--- src/sv/ptc_pkg.sv ---
// Shared constants and helper functions for the pressure/temperature compensation block.
package ptc_pkg;

  localparam int RawW = 20;
  localparam int CalW = 48;
  localparam int CfgIdxW = 2;
  localparam int WordW = 32;
  localparam int QueueDepthDflt = 4;

  typedef enum logic [CfgIdxW-1:0] {
    REG_TCAL = 2'd0,
    REG_PCAL_A = 2'd1,
    REG_PCAL_B = 2'd2,
    REG_PCAL_C = 2'd3
  } cfg_reg_t;

  // Front result: compensated temperature and the pressure-path operands
  typedef struct packed {
    logic [WordW-1:0] temp;
    logic [WordW-1:0] num;
    logic [WordW-1:0] den;
  } ptc_mid_t;

  // Sign-extend a 16-bit calibration word
  function automatic logic [WordW-1:0] sx16(input logic [15:0] w);
    sx16 = {{16{w[15]}}, w};
  endfunction

  // Arithmetic right shift of a 32-bit word
  function automatic logic [WordW-1:0] asr(input logic [WordW-1:0] x, input int n);
    asr = WordW'($signed(x) >>> n);
  endfunction

endpackage

--- src/sv/ptc_queue.sv ---
// Short FIFO between front and back pipelines.
module ptc_queue
  import ptc_pkg::*;
#(
  parameter int Depth = QueueDepthDflt,
  parameter int Width = 1
) (
  input  logic             clk,
  input  logic             rst_n,
  input  logic             wr,
  input  logic [Width-1:0] wdata,
  input  logic             rd,
  output logic [Width-1:0] rdata,
  output logic             empty,
  output logic [$clog2(Depth+1)-1:0] count
);

  localparam int AW = (Depth > 1) ? $clog2(Depth) : 1;
  localparam int CntW = $clog2(Depth+1);
  logic [Width-1:0] mem [Depth];
  logic [AW-1:0] wp_r, rp_r;
  logic [CntW-1:0] cnt_r;

  function automatic logic [AW-1:0] inc(input logic [AW-1:0] p);
    inc = (p == AW'(Depth-1)) ? '0 : p + AW'(1);
  endfunction

  always_ff @(posedge clk) begin
    if (!rst_n) begin
      wp_r <= '0; rp_r <= '0; cnt_r <= '0;
    end else begin
      if (wr) wp_r <= inc(wp_r);
      if (rd) rp_r <= inc(rp_r);
      cnt_r <= cnt_r + CntW'(wr) - CntW'(rd);
    end
  end

  always_ff @(posedge clk) begin
    if (wr) mem[wp_r] <= wdata;
  end

  assign rdata = mem[rp_r];
  assign empty = (cnt_r == '0);
  assign count = cnt_r;

endmodule

--- config.mk ---
export PLATFORM = sky130hd
export DESIGN_NAME = ptc_queue
export DESIGN_NICKNAME = d
export VERILOG_FILES = /design/src/sv/ptc_pkg.sv /design/src/sv/ptc_queue.sv
export SDC_FILE = /design/constraint.sdc
export NUM_CORES = 1
export LEC_CHECK = 0
export BUFFER_PORTS_ARGS = -buffer_cell sky130_fd_sc_hd__buf_4
export CAP_MARGIN = 10
export CELL_PAD_IN_SITES_DETAIL_PLACEMENT = 1
export CELL_PAD_IN_SITES_GLOBAL_PLACEMENT = 1
export CORE_MARGIN = 2
export CORE_UTILIZATION = 36
export CTS_CLUSTER_SIZE = 28
export DETAILED_ROUTE_END_ITERATION = 16
export PLACE_DENSITY = 0.76
export RECOVER_POWER = 25
export SLEW_MARGIN = 25
export SYNTH_ARGS = -nofsm -noshare
export SYNTH_HDL_FRONTEND = slang
export SYNTH_SLANG_ARGS = --single-unit
--- constraint.sdc ---
create_clock -name clk -period 1.95 [get_ports clk]
set_input_delay 0.195 -clock clk [delete_from_list [all_inputs] [get_ports clk]]
set_output_delay 0.195 -clock clk [all_outputs]
set_load 0.005 [all_outputs]
After elaboration in Yosys (flattened, before gate mapping)
Memories as Yosys holds them, arrays and structs flattened. A register that Yosys moved wholly into a read port is not among the register bits.
Cells that the tools add are included.
{"block": "totals", "reg_bits": 7, "mem_bits_rw": 4, "input_bits": 5, "out_inout_bits": 5, "wordCells": 17, "n_memories": 1}
{"name": "mem", "depth": 4, "word_bits": 1, "rd": 1, "rd_clocked_by_memory_dff": 1, "write_ports": 1, "line_no": "ptc_queue.sv:20", "rtl": "logic [Width-1:0] mem [Depth];"}
{"block": "classes", "n_addsub": 4, "n_eq_ne": 2, "mux": 6, "reduce_logical": 1}
{"op": "2-bit two-way mux", "count": 4}
{"op": "2-bit by 1-bit adder with 2-bit output (second input constant)", "count": 2}
{"op": "2-bit equality test (second input constant)", "count": 2}
{"op": "3-bit by 1-bit adder with 3-bit output", "count": 1}
{"op": "3-bit logical NOT", "count": 1}
{"op": "3-bit by 1-bit subtractor with 3-bit output", "count": 1}
{"op": "1-bit two-way mux", "count": 2}

Depth between registers and ports, before layout
Gate-level depths: netlist (run 1).
{"block": "depth", "word_depth": 4, "depth_mapped": 8, "mapped_depth_nobuf": 8}

Worst setup path before layout (run 1)
OpenSTA, ideal clock, no wires.
{"block": "synth_path", "kind": "reg2reg", "startpoint": "reg cnt_r[0] (netlist: count[0])", "endpoint": "reg cnt_r[2] (netlist: count[2])", "setup_ps": 119, "arrival_time_ps": 1584, "t_required_ps": 1831, "path_slack_ps": 247, "stages_incl_launch_ff": 9, "n_path_buf": 0, "synth_period_minus_slack_ps": 1703, "path_cell_list": "dfxtp_1 -> inv_1 -> ha_1 -> inv_1 -> ha_1 -> inv_1 -> fa_1 -> xnor3_1 -> nor2_1"}
{"block": "synth_via", "elab_chain_len": 2}
{"item": "from (decl)", "line_no": "ptc_queue.sv:22", "rtl": "logic [CntW-1:0] cnt_r;"}
{"item": "from (signal assigned)", "line_no": "ptc_queue.sv:34", "rtl": "cnt_r <= cnt_r + CntW'(wr) - CntW'(rd);"}
{"item": "3-bit by 1-bit adder with 3-bit output", "line_no": "ptc_queue.sv:34"}
{"item": "3-bit by 1-bit subtractor with 3-bit output", "line_no": "ptc_queue.sv:34"}
Every way passes these cells.
A chain may end at the register's enable or synchronous reset.

Worst setup path in the final report (run 1)
Ends and elaborated chain as after synthesis.

==> results of run 1 <==
-- power breakdown --
part / total, W / switching, W / internal [W]
clock network: 0.000167 / 0.0000877 / 0.0000794
logic: 0.000165 / 0.0000582 / 0.000106
registers: 0.000341 / 0.0000286 / 0.000312
total: 0.000672 / 0.000175 / 0.000498
-- Yosys cell counts --
cell type / instances
sky130_fd_sc_hd__mux2i_1: 2
sky130_fd_sc_hd__nor3_1: 1
sky130_fd_sc_hd__or3b_1: 2
sky130_fd_sc_hd__dfxtp_1: 9
sky130_fd_sc_hd__fa_1: 1
sky130_fd_sc_hd__ha_1: 7
sky130_fd_sc_hd__and2_1: 5
sky130_fd_sc_hd__edfxtp_1: 4
sky130_fd_sc_hd__a21oi_2: 1
sky130_fd_sc_hd__nor2_1: 4
sky130_fd_sc_hd__inv_1: 6
sky130_fd_sc_hd__nand2b_1: 2
sky130_fd_sc_hd__xnor3_1: 1
sky130_fd_sc_hd__mux4_2: 1
sky130_fd_sc_hd__a21oi_1: 1
-- final cells by class --
class                           instances  area share
Multi-Input combinational cell         28       0.382
Sequential cell                        13       0.429
Tap cell                               16      0.0286
Timing Repair Buffer                    9      0.0911
Clock buffer                            4      0.0375
Inverter                                6      0.0321
-- routing by layer --
layer,up-vias,wire (um),global-route usage,share of wire
met5,-,0,0,0
met4,0,14,0.0545,0.016
met3,3,58,0.0735,0.067
met2,7,428,0.168,0.50
met1,168,357,0.126,0.42
li1,179,-,-,-
-- worst reg2reg max path: cells and delay by family, from the launching register on --
family | cells | cell delay, ns
flip-flops | 1 | 0.36
XOR/XNOR | 1 | 0.36
buffers and inverters | 3 | 0.16
adder cells (fa/ha/maj) | 3 | 0.74
AND/OR/NAND/NOR | 1 | 0.04
-- cells by family (layout without fill, tap and decap cells) --
| family | after synthesis | count (layout) | synth area share |
|---|---|---|---|
| buffers and inverters | 6 | 19 | 0.0381 |
| AND/OR/NAND/NOR | 14 | 14 | 0.138 |
| flip-flops | 13 | 13 | 0.508 |
| adder cells (fa/ha/maj) | 8 | 8 | 0.182 |
| multiplexers | 3 | 3 | 0.0720 |
| AO/OA/AOI/OAI | 2 | 2 | 0.0233 |
| XOR/XNOR | 1 | 1 | 0.0381 |
-- final timing paths --
kind,start,slack (ns),endpoint,depth (start not counted)
min,rst_n,0.14,count[0]$_SDFF_PN0_,2
max reg2reg,count[0]$_SDFF_PN0_,0.18,count[2]$_SDFF_PN0_,8
min reg2reg,rp_r[0]$_SDFFE_PN0P_,0.54,register,2
max,count[0]$_SDFF_PN0_,0.18,count[2]$_SDFF_PN0_,8
-- stage by stage --
stage / cell area, um^2 / utilization / std cells
4_1_cts: 704 / 0.462 / 76
6_report: 701 / 0.460 / 76
3_3_place_gp: 678 / 0.445 / 72
2_1_floorplan: 591 / - / 47
3_5_place_dp: 678 / 0.445 / 72
5_1_grt: 701 / 0.460 / 76
==> PnR_summary.wiki, run 1 <==
{| class="wikitable"
! Metric !! Value
|-
| Smallest setup slack after layout || about 0.18 ns
|-
| Ordered list of cells on the worst path || inv_1 > ha_1 > inv_1 > ha_1 > inv_1 > fa_1 > xnor3_1 > nor2_1
|-
| Critical path's top delay family || adder cells
|-
| Portion of the post-synthesis area used by sequential elements || 0.508
|-
| Wire length of the first global-routing pass || ~1.5 mm
|-
| Inserted Diodes || 0
|-
| Max Clock Freq || ~0.57 GHz
|-
| Wirelength per Cell || 11.3 um
|-
| Max-cap violations || 0
|-
| Standard cell core area || 1520 um^2
|-
| Total routing usage reported by global routing || 0.114
|-
| Summed negative setup slack over all endpoints || 0 ns
|-
| Pins Over Slew Limit || 0
|-
| Number of endpoints with negative hold slack in the final report || 0
|-
| TritonRoute pass-1 iters || 1
|-
| Post-synthesis average cell area || approximately 13 um^2
|-
| Crit path arrival time || a little under 2 ns
|-
| Synthesis-to-layout area growth || 18.6%
|-
| Post-cts repair resize count || 0
|-
| Starting density of the core || 0.388
|-
| Remaining design rule violation count || 0
|-
| TritonCTS buffer count || 3
|-
| Area occupied by registers || about 300 um^2
|-
| Post-layout minimum cycle time || approximately 1.8 ns
|-
| Endpoints failing setup || 0
|-
| Post-CTS repair timing setup buffer count || 0
|-
| Via count of the first global-routing pass || roughly 340
|-
| Tightest hold margin || ~0.14 ns
|-
| Master of the slowest instance on the critical path || sky130_fd_sc_hd__dfxtp_1
|-
| Final ANT Viol Nets || 0
|-
| Count of distinct cell types in the synthesized netlist || 15
|-
| Type of origin of the critical path || register
|-
| Setup crit end kind || register
|-
| Clock transition at the registers of the reported paths || approximately 0.070 ns
|-
| CTS tree || yes
|-
| Total wirelength of the detailed-routed design || approximately 860 um
|-
| Global-route congestion overflow total || 0
|-
| Count of boundary I/O pins || 10
|-
| Critical Setup Path Class || register to register
|-
| Count of buffering cells on the critical path with inverters included || 3
|-
| Count of state elements after synthesis || 13
|-
| Most frequent CP cell || sky130_fd_sc_hd__inv_1
|-
| Buffer depth of the longest clock path || 2
|-
| Width of the die || about 45 um
|-
| DIE AREA || 1980 um^2
|-
| RSZ-0062 raised after global routing || false
|-
| Number of antenna violations at the first check in global routing || 0
|-
| Pwr Density || ~960 nW/um^2
|-
| Max stage delay on crit path || between 0.3 and 0.4 ns
|-
| Routed vias || 357
|-
| Clock sink count || 13
|-
| Die boundary height || 44.5 um
|-
| Layout cell share with drive strength beyond 1 || 0.217
|-
| Port bufs || 9
|-
| Worst hold-check path type || input pin to register
|-
| Clk Tree Root Cell || sky130_fd_sc_hd__clkbuf_4
|-
| Status || completed
|-
| Crit-path max FO || 3
|-
| First DRT Iteration DRCs || 0
|-
| Number of cell rows || 14
|-
| Peak supply drop || between 300 and 400 uV
|-
| Total area of multi-input combinational cells || around 270 um^2
|-
| Routability-driven placement congestion ratio || around 0.68
|-
| Leading area contributor after synthesis || sky130_fd_sc_hd__dfxtp_1
|-
| Proportion of netlist area held by the largest area contributor || 0.305
|-
| Post-Place Worst Slack || approximately 0.17 ns
|-
| Lkg Pwr || approximately 0.32 nW
|-
| Slew at the pin closest to its max-slew limit || around 0.21 ns
|-
| Post-route fraction of the period consumed by the critical path || 0.907
|-
| Required time worst endpoint || approximately 2.1 ns
|-
| Synthesized area || ~600 um^2
|-
| Most common library cell in the layout ignoring fill and taps || sky130_fd_sc_hd__dfxtp_1
|-
| Hold-fix buffers at CTS || 0
|-
| Post-Syn Nets || 60
|-
| H-tree depth || 1
|-
| Count of yosys warnings during synthesis || 0
|-
| Final net count || 74
|-
| Vias/cell || 4.70
|-
| Post-detailed-placement half-perimeter wirelength || 679 um
|-
| Maximum number of pins on one net before global-route repair || 9
|-
| Cell types with the largest area share after synthesis || sky130_fd_sc_hd__dfxtp_1 31%, sky130_fd_sc_hd__edfxtp_1 20%, sky130_fd_sc_hd__ha_1 15%
|-
| Number of standard cells after synthesis || 47
|-
| Total design power || between 0.0006 and 0.0007 W
|-
| Clk_lat worst skew || 0.28 ns
|-
| Commonest cells after routing, fill and taps aside || 9 x sky130_fd_sc_hd__dfxtp_1, 8 x sky130_fd_sc_hd__buf_4, 7 x sky130_fd_sc_hd__ha_1
|-
| Clk_skew || approximately 0.0022 ns
|-
| Worst-case headroom to the max-slew limit || 0.858
|-
| Fillcell total || around 180
|}
(Power assumes the default switching activity.)
==> inputs of run 2 (changes only) <==
--- a/config.mk
+++ b/config.mk
@@ -14,4 +14,5 @@
 export CTS_CLUSTER_SIZE = 28
 export DETAILED_ROUTE_END_ITERATION = 16
+export HOLD_SLACK_MARGIN = 0.02
 export PLACE_DENSITY = 0.76
 export RECOVER_POWER = 25
==> constraint.sdc (replaced) <==
create_clock -name clk -period 2.2 [get_ports clk]
set_input_delay 0.22 -clock clk [delete_from_list [all_inputs] [get_ports clk]]
set_output_delay 0.22 -clock clk [all_outputs]
set_load 0.02 [all_outputs]
==> run 2 against run 1 <==
Against the previous run: non-clock buffer count is the same; flip-flop and latch count stayed put; wire length grew 7.2%; largest cell class unchanged; highest routed layer is now met3.
==> PnR_summary.wiki, run 2 (same netlist as run 1, synthesis figures left out) <==
{| class="wikitable"
! Metric !! Value
|-
| Status || completed (unchanged)
|-
| Met3 usage in global routing || 0.0735 (unchanged)
|-
| TritonCTS buffer count || 3 (unchanged)
|-
| RSZ-0062 raised after global routing || false (unchanged)
|-
| Pwr Density || 907 nW/um^2 (was 959 nW/um^2)
|-
| Cell internal power dissipation || 0.000444 W (was 0.000498 W)
|-
| Share of total power consumed by net switching || 0.301 (was 0.260)
|-
| Reg-to-Reg Start || count[0]$_SDFF_PN0_ (unchanged)
|-
| Worst hold-check path type || input pin to register (unchanged)
|-
| Count of buffering cells on the critical path with inverters included || 3 (unchanged)
|-
| Type of origin of the critical path || register (unchanged)
|-
| Finished Core Util || 0.460 (unchanged)
|-
| Commonest cells after routing, fill and taps aside || 9 x sky130_fd_sc_hd__dfxtp_1, 8 x sky130_fd_sc_hd__buf_4, 7 x sky130_fd_sc_hd__ha_1 (unchanged)
|-
| Routing usage on met1 || 0.111 (was 0.126)
|-
| Die boundary height || 44.5 um (unchanged)
|-
| Peak supply drop || 518 uV (was 326 uV)
|-
| Via count of the first global-routing pass || 382 (was 341)
|-
| Crit path arrival time || 1.97 ns (was 1.94 ns)
|-
| Wire length of the first global-routing pass || 1.57 mm (was 1.50 mm)
|-
| Max-cap violations || 0 (unchanged)
|-
| DIE AREA || 1980 um^2 (unchanged)
|-
| Number of endpoints with negative hold slack in the final report || 0 (unchanged)
|-
| Starting density of the core || 0.388 (unchanged)
|-
| Clock transition at the registers of the reported paths || 0.08 ns (was 0.07 ns)
|-
| Number of antenna violations at the first check in global routing || 0 (unchanged)
|-
| Layout cell share with drive strength beyond 1 || 0.217 (unchanged)
|-
| Vias/cell || 4.75 (was 4.70)
|-
| Fraction of power consumed by the clock network || 0.236 (was 0.249)
|-
| Lkg Pwr || 0.318 nW (unchanged)
|-
| Ordered list of cells on the worst path || inv_1 > ha_1 > inv_1 > ha_1 > inv_1 > fa_1 > xnor3_1 > nor2_1 (unchanged)
|-
| Clk_lat worst skew || 0.28 ns (about the same)
|-
| Finished Cell Area || 701 um^2 (unchanged)
|-
| Worst-case headroom to the max-slew limit || 0.860 (was 0.858)
|-
| Layer with the highest usage after global routing || met2 (unchanged)
|-
| Post-CTS repair timing setup buffer count || 0 (unchanged)
|-
| Count of boundary I/O pins || 10 (unchanged)
|-
| Routability-driven placement congestion ratio || 0.675 (was 0.677)
|-
| Most frequent CP cell || sky130_fd_sc_hd__inv_1 (unchanged)
|-
| First DRT Iteration DRCs || 1 (was 0)
|-
| Clk Tree Root Cell || sky130_fd_sc_hd__clkbuf_4 (unchanged)
|-
| Clk_skew || 0.000978 ns (was 0.00220 ns)
|-
| Tightest hold margin || 0.150 ns (was 0.143 ns)
|-
| Smallest setup slack after layout || 0.402 ns (was 0.181 ns)
|-
| Worst reg-to-reg setup slack || 0.40 ns (was 0.18 ns)
|-
| Critical path's top delay family || adder cells (unchanged)
|-
| Inserted Diodes || 0 (unchanged)
|-
| Post-cts repair resize count || 0 (unchanged)
|-
| Endpoint of the worst hold-timing path || count[0]$_SDFF_PN0_ (unchanged)
|-
| Pins Over Slew Limit || 0 (unchanged)
|-
| Worst hold start || rst_n (unchanged)
|-
| Final net count || 74 (unchanged)
|-
| Remaining design rule violation count || 0 (unchanged)
|-
| Sequential power share || 0.476 (was 0.507)
|-
| Combinational fraction of design power || 0.289 (was 0.245)
|-
| Max Clock Freq || 0.556 GHz (was 0.565 GHz)
|-
| Number of cell rows || 14 (unchanged)
|-
| Net switching component of the power || 0.000191 W (was 0.000175 W)
|-
| Crit-path max FO || 3 (unchanged)
|-
| Hold-fix buffers at CTS || 0 (unchanged)
|-
| Setup crit end kind || register (unchanged)
|-
| Maximum number of pins on one net before global-route repair || 9 (unchanged)
|-
| GR Layer Usage met2 || 0.209 (was 0.168)
|-
| Width of the die || 44.5 um (unchanged)
|-
| Post-Place Worst Slack || 0.393 ns (was 0.165 ns)
|-
| Summed negative setup slack over all endpoints || 0 ns (unchanged)
|-
| Port bufs || 9 (unchanged)
|-
| Worst r2r dst || count[2]$_SDFF_PN0_ (unchanged)
|-
| Fillcell total || 179 (was 175)
|-
| Buffer depth of the longest clock path || 2 (unchanged)
|-
| Synthesis-to-layout area growth || 18.6% (unchanged)
|-
| Critical Setup Path Class || register to register (unchanged)
|-
| Post-route fraction of the period consumed by the critical path || 0.817 (was 0.907)
|-
| Master of the slowest instance on the critical path || sky130_fd_sc_hd__fa_1 (was sky130_fd_sc_hd__dfxtp_1)
|-
| Wirelength per Cell || 12.1 um (was 11.3 um)
|-
| TritonRoute pass-1 iters || 2 (was 1)
|-
| Routed vias || 361 (was 357)
|-
| Clock sink count || 13 (unchanged)
|-
| Most common library cell in the layout ignoring fill and taps || sky130_fd_sc_hd__dfxtp_1 (unchanged)
|-
| Slew at the pin closest to its max-slew limit || 0.210 ns (was 0.213 ns)
|-
| Endpoints failing setup || 0 (unchanged)
|-
| Post-layout minimum cycle time || 1.80 ns (was 1.77 ns)
|-
| Required time worst endpoint || 2.37 ns (was 2.12 ns)
|-
| Length in cells of the worst reg-to-reg path || 8 (unchanged)
|-
| Standard cell core area || 1520 um^2 (unchanged)
|-
| Final ANT Viol Nets || 0 (unchanged)
|-
| Total routing usage reported by global routing || 0.118 (was 0.114)
|-
| Global-route congestion overflow total || 0 (unchanged)
|-
| Max stage delay on crit path || 0.37 ns (was 0.36 ns)
|-
| H-tree depth || 1 (unchanged)
|-
| Number of stages on the worst hold path || 2 (unchanged)
|-
| Post-detailed-placement half-perimeter wirelength || 742 um (was 679 um)
|-
| Area of placed instances || 678 um^2 (unchanged)
|-
| CTS tree || yes (unchanged)
|-
| Total wirelength of the detailed-routed design || 922 um (was 860 um)
|}
[run 2: cell counts in the layout (fill, tap and decap cells not counted)]
No cell type changed its count.
[run 2: worst reg2reg max path: stages, from the launching register on]
cell and delay, ns:
sky130_fd_sc_hd__dfxtp_1 0.36, sky130_fd_sc_hd__inv_1 0.05, sky130_fd_sc_hd__ha_1 0.27, sky130_fd_sc_hd__inv_1 0.06, sky130_fd_sc_hd__ha_1 0.14, sky130_fd_sc_hd__inv_1 0.05
sky130_fd_sc_hd__fa_1 0.37, sky130_fd_sc_hd__xnor3_1 0.37, sky130_fd_sc_hd__nor2_1 0.04
[run 2: layout make-up]
cell class,count,area (um^2),area share
flip-flops and latches,13,300,0.429
multi-input cells,28,268,0.382
repair buffers,9,63.8,0.0911
clock buffers,4,26.3,0.0375
inverters,6,22.5,0.0321
well taps,16,20.0,0.0286
[run 2: power groups by stage]
stage | Combinational, W | Sequential, W | Clock [W]
finish | 0.000183 | 0.000302 | 0.000150
global placement | 0.000180 | 0.000307 | 0
floorplan | 0.0000967 | 0.000325 | 0
CTS | 0.000188 | 0.000303 | 0.000156
detailed placement | 0.000187 | 0.000309 | 0
global route | 0.000202 | 0.000307 | 0.000168
[run 2: per-stage QoR]
stage | power (W) | std cells
after floorplan | 0.000422 | 47
after global placement | 0.000487 | 72
after global routing | 0.000677 | 76
after CTS | 0.000648 | 76
after detailed placement | 0.000497 | 72
final | 0.000636 | 76
[run 2: how the worst max path moves through the flow]
stage                              startpoint                   to  slack, ns  depth (start not counted)
after floorplan           count[0]$_SDFF_PN0_  count[2]$_SDFF_PN0_       0.38                          8
final                     count[0]$_SDFF_PN0_  count[2]$_SDFF_PN0_       0.40                          8
after detailed placement  count[0]$_SDFF_PN0_  count[2]$_SDFF_PN0_       0.39                          8
after global routing      count[0]$_SDFF_PN0_  count[2]$_SDFF_PN0_       0.28                          8
after global placement    count[0]$_SDFF_PN0_  count[2]$_SDFF_PN0_       0.45                          8
after CTS                 count[0]$_SDFF_PN0_  count[2]$_SDFF_PN0_       0.38                          8
[run 2: metal layers]
layer / vias up / part of all wire
li1: 182 / -
met1: 172 / 0.41
met4: 0 / 0
met3: 0 / 0.053
met5: - / 0
met2: 7 / 0.54
==> inputs of run 3 (changes only) <==
- clock period: 2.2 -> 1.7 ns (I/O delays scaled with it)
==> run 3 against run 2 <==
Against the previous run: die area unchanged; sequential share of layout area increased by 0.15 points; sequential power increased by 30%; design area increased by 0.89%; total power increased by 30%; clock power increased by 25%; critical path type unchanged; highest routed layer is now met4.
==> PnR_summary.wiki, run 3 (same netlist as run 1, synthesis figures left out) <==
{| class="wikitable"
! Metric !! Value
|-
| Count of boundary I/O pins || 10 (unchanged)
|-
| Clock sink count || 13 (unchanged)
|-
| Max stage delay on crit path || 0.36 ns (was 0.37 ns)
|-
| Post-Place Worst Slack || 0.0717 ns (was 0.393 ns)
|-
| Routed vias || 364 (was 361)
|-
| Routability-driven placement congestion ratio || 0.708 (was 0.675)
|-
| Die boundary height || 44.5 um (unchanged)
|-
| Cell count after placement || 72 (unchanged)
|-
| Synthesis-to-layout area growth || 19.7% (was 18.6%)
|-
| Endpoint of the worst hold-timing path || count[0]$_SDFF_PN0_ (unchanged)
|-
| Wire length of the first global-routing pass || 1.52 mm (was 1.57 mm)
|-
| Worst reg-to-reg setup slack || 0.12 ns (was 0.40 ns)
|-
| Worst r2r dst || count[2]$_SDFF_PN0_ (unchanged)
|-
| Reg-to-Reg Start || count[0]$_SDFF_PN0_ (unchanged)
|-
| Worst-case headroom to the max-slew limit || 0.851 (was 0.860)
|-
| Crit path arrival time || 1.76 ns (was 1.97 ns)
|-
| Lkg Pwr || 0.318 nW (about the same)
|-
| Buffer depth of the longest clock path || 2 (unchanged)
|-
| Summed negative setup slack over all endpoints || 0 ns (unchanged)
|-
| Inserted Diodes || 0 (unchanged)
|-
| Port bufs || 9 (unchanged)
|-
| Clock transition at the registers of the reported paths || 0.08 ns (about the same)
|-
| Length in cells of the worst reg-to-reg path || 8 (unchanged)
|-
| Smallest setup slack after layout || 0.117 ns (was 0.402 ns)
|-
| Finished Cell Area || 707 um^2 (was 701 um^2)
|-
| CTS tree || yes (unchanged)
|-
| Number of endpoints with negative hold slack in the final report || 0 (unchanged)
|-
| Required time worst endpoint || 1.87 ns (was 2.37 ns)
|-
| Number of stages on the worst hold path || 2 (unchanged)
|-
| DIE AREA || 1980 um^2 (unchanged)
|-
| Hold-fix buffers at CTS || 0 (unchanged)
|-
| Global-route congestion overflow total || 0 (unchanged)
|-
| Post-layout minimum cycle time || 1.58 ns (was 1.80 ns)
|-
| Setup crit end kind || register (unchanged)
|-
| Clk_lat worst skew || 0.28 ns (about the same)
|-
| Starting density of the core || 0.388 (unchanged)
|-
| Final ANT Viol Nets || 0 (unchanged)
|-
| Wirelength per Cell || 11.3 um (was 12.1 um)
|-
| Critical Setup Path Class || register to register (unchanged)
|-
| Final net count || 74 (unchanged)
|-
| Clk_skew || 0.0115 ns (was 0.000978 ns)
|-
| Via count of the first global-routing pass || 380 (was 382)
|-
| Post-CTS repair timing setup buffer count || 0 (unchanged)
|-
| Number of antenna violations at the first check in global routing || 0 (unchanged)
|-
| Non-filler instance count after layout || 76 (unchanged)
|-
| Remaining design rule violation count || 0 (unchanged)
|-
| Area of placed instances || 682 um^2 (was 678 um^2)
|-
| Maximum number of pins on one net before global-route repair || 9 (unchanged)
|-
| Worst hold-check path type || input pin to register (unchanged)
|-
| Number of cell rows || 14 (unchanged)
|-
| Peak supply drop || 689 uV (was 518 uV)
|-
| Commonest cells after routing, fill and taps aside || 8 x sky130_fd_sc_hd__dfxtp_1, 8 x sky130_fd_sc_hd__buf_4, 7 x sky130_fd_sc_hd__ha_1 (was 9 x sky130_fd_sc_hd__dfxtp_1, 8 x sky130_fd_sc_hd__buf_4, 7 x sky130_fd_sc_hd__ha_1)
|-
| Pwr Density || 1170 nW/um^2 (was 907 nW/um^2)
|-
| Ordered list of cells on the worst path || inv_1 > ha_1 > inv_1 > ha_1 > inv_1 > fa_2 > xnor3_1 > nor2_1 (was inv_1 > ha_1 > inv_1 > ha_1 > inv_1 > fa_1 > xnor3_1 > nor2_1)
|-
| Type of origin of the critical path || register (unchanged)
|-
| Total wirelength of the detailed-routed design || 856 um (was 922 um)
|-
| Layout cell share with drive strength beyond 1 || 0.250 (was 0.217)
|-
| Pins Over Slew Limit || 0 (unchanged)
|-
| Status || completed (unchanged)
|-
| Finished Core Util || 0.464 (was 0.460)
|-
| Crit-path max FO || 3 (unchanged)
|-
| RSZ-0062 raised after global routing || false (unchanged)
|-
| Slew at the pin closest to its max-slew limit || 0.224 ns (was 0.210 ns)
|-
| Endpoints failing setup || 0 (unchanged)
|-
| TritonCTS buffer count || 3 (unchanged)
|-
| Master of the slowest instance on the critical path || sky130_fd_sc_hd__dfxtp_4 (was sky130_fd_sc_hd__fa_1)
|-
| Width of the die || 44.5 um (unchanged)
|-
| Post-route fraction of the period consumed by the critical path || 0.931 (was 0.817)
|-
| Total routing usage reported by global routing || 0.112 (was 0.118)
|-
| Worst hold start || rst_n (unchanged)
|-
| Clk Tree Root Cell || sky130_fd_sc_hd__clkbuf_4 (unchanged)
|-
| First DRT Iteration DRCs || 3 (was 1)
|-
| TritonRoute pass-1 iters || 2 (unchanged)
|-
| Max-cap violations || 0 (unchanged)
|-
| Vias/cell || 4.79 (was 4.75)
|-
| Most frequent CP cell || sky130_fd_sc_hd__inv_1 (unchanged)
|-
| H-tree depth || 1 (unchanged)
|-
| Max Clock Freq || 0.632 GHz (was 0.556 GHz)
|-
| Standard cell core area || 1520 um^2 (unchanged)
|}
## run 3: cell type report
cell class | instances | area (um^2)
clock buffers | 4 | 26.3
fillers | 160 | 817
inverters | 6 | 22.5
multi-input cells | 28 | 270
flip-flops and latches | 13 | 304
well taps | 16 | 20.0
repair buffers | 9 | 63.8
## run 3: layer usage
layer	track usage	vias to the layer above	wire (um)
met5	0	-	0
met1	0.121	173	378
li1	-	180	-
met3	0.0408	3	34
met2	0.177	8	420
met4	0.0848	0	22
## run 3: metrics by stage
stage	hold WS (ns)	total power [W]
floorplan	0.269	0.000555
global placement	0.373	0.000638
detailed placement	0.375	0.000648
CTS	0.0893	0.000839
global route	0.0838	0.000885
finish	0.0951	0.000825
## run 3: critical path: cells and delay by family (launching register included)
kind                       cells  cell delay [ns]
DFF                            1             0.36
adders and majority gates      3             0.73
xor gates and xnor gates       1             0.20
buffers and inverters          3             0.15
and+or+nand+nor                1             0.04
## run 3: worst max path at each step
stage / end / startpoint / cells past startpoint / slack (ns)
floorplan: count[2]$_SDFF_PN0_ / count[0]$_SDFF_PN0_ / 8 / 0.12
global placement: count[2]$_SDFF_PN0_ / count[0]$_SDFF_PN0_ / 8 / 0.13
detailed placement: count[2]$_SDFF_PN0_ / count[0]$_SDFF_PN0_ / 8 / 0.07
CTS: count[2]$_SDFF_PN0_ / count[0]$_SDFF_PN0_ / 8 / 0.06
global route: count[2]$_SDFF_PN0_ / count[0]$_SDFF_PN0_ / 8 / 0.01
finish: count[2]$_SDFF_PN0_ / count[0]$_SDFF_PN0_ / 8 / 0.12
## run 3: timing repair
item                       in CTS  in global routing
resized for setup               0                  1
setup endpoints to repair       0                  1
hold endpoints to repair        0                  0
## run 3: where the power goes
| group | internal (W) | total, W | switching, W |
|---|---|---|---|
| Clock | 0.0000910 | 0.000188 | 0.0000968 |
| Combinational | 0.000134 | 0.000244 | 0.000110 |
| Sequential | 0.000359 | 0.000393 | 0.0000341 |
| Total | 0.000584 | 0.000825 | 0.000241 |
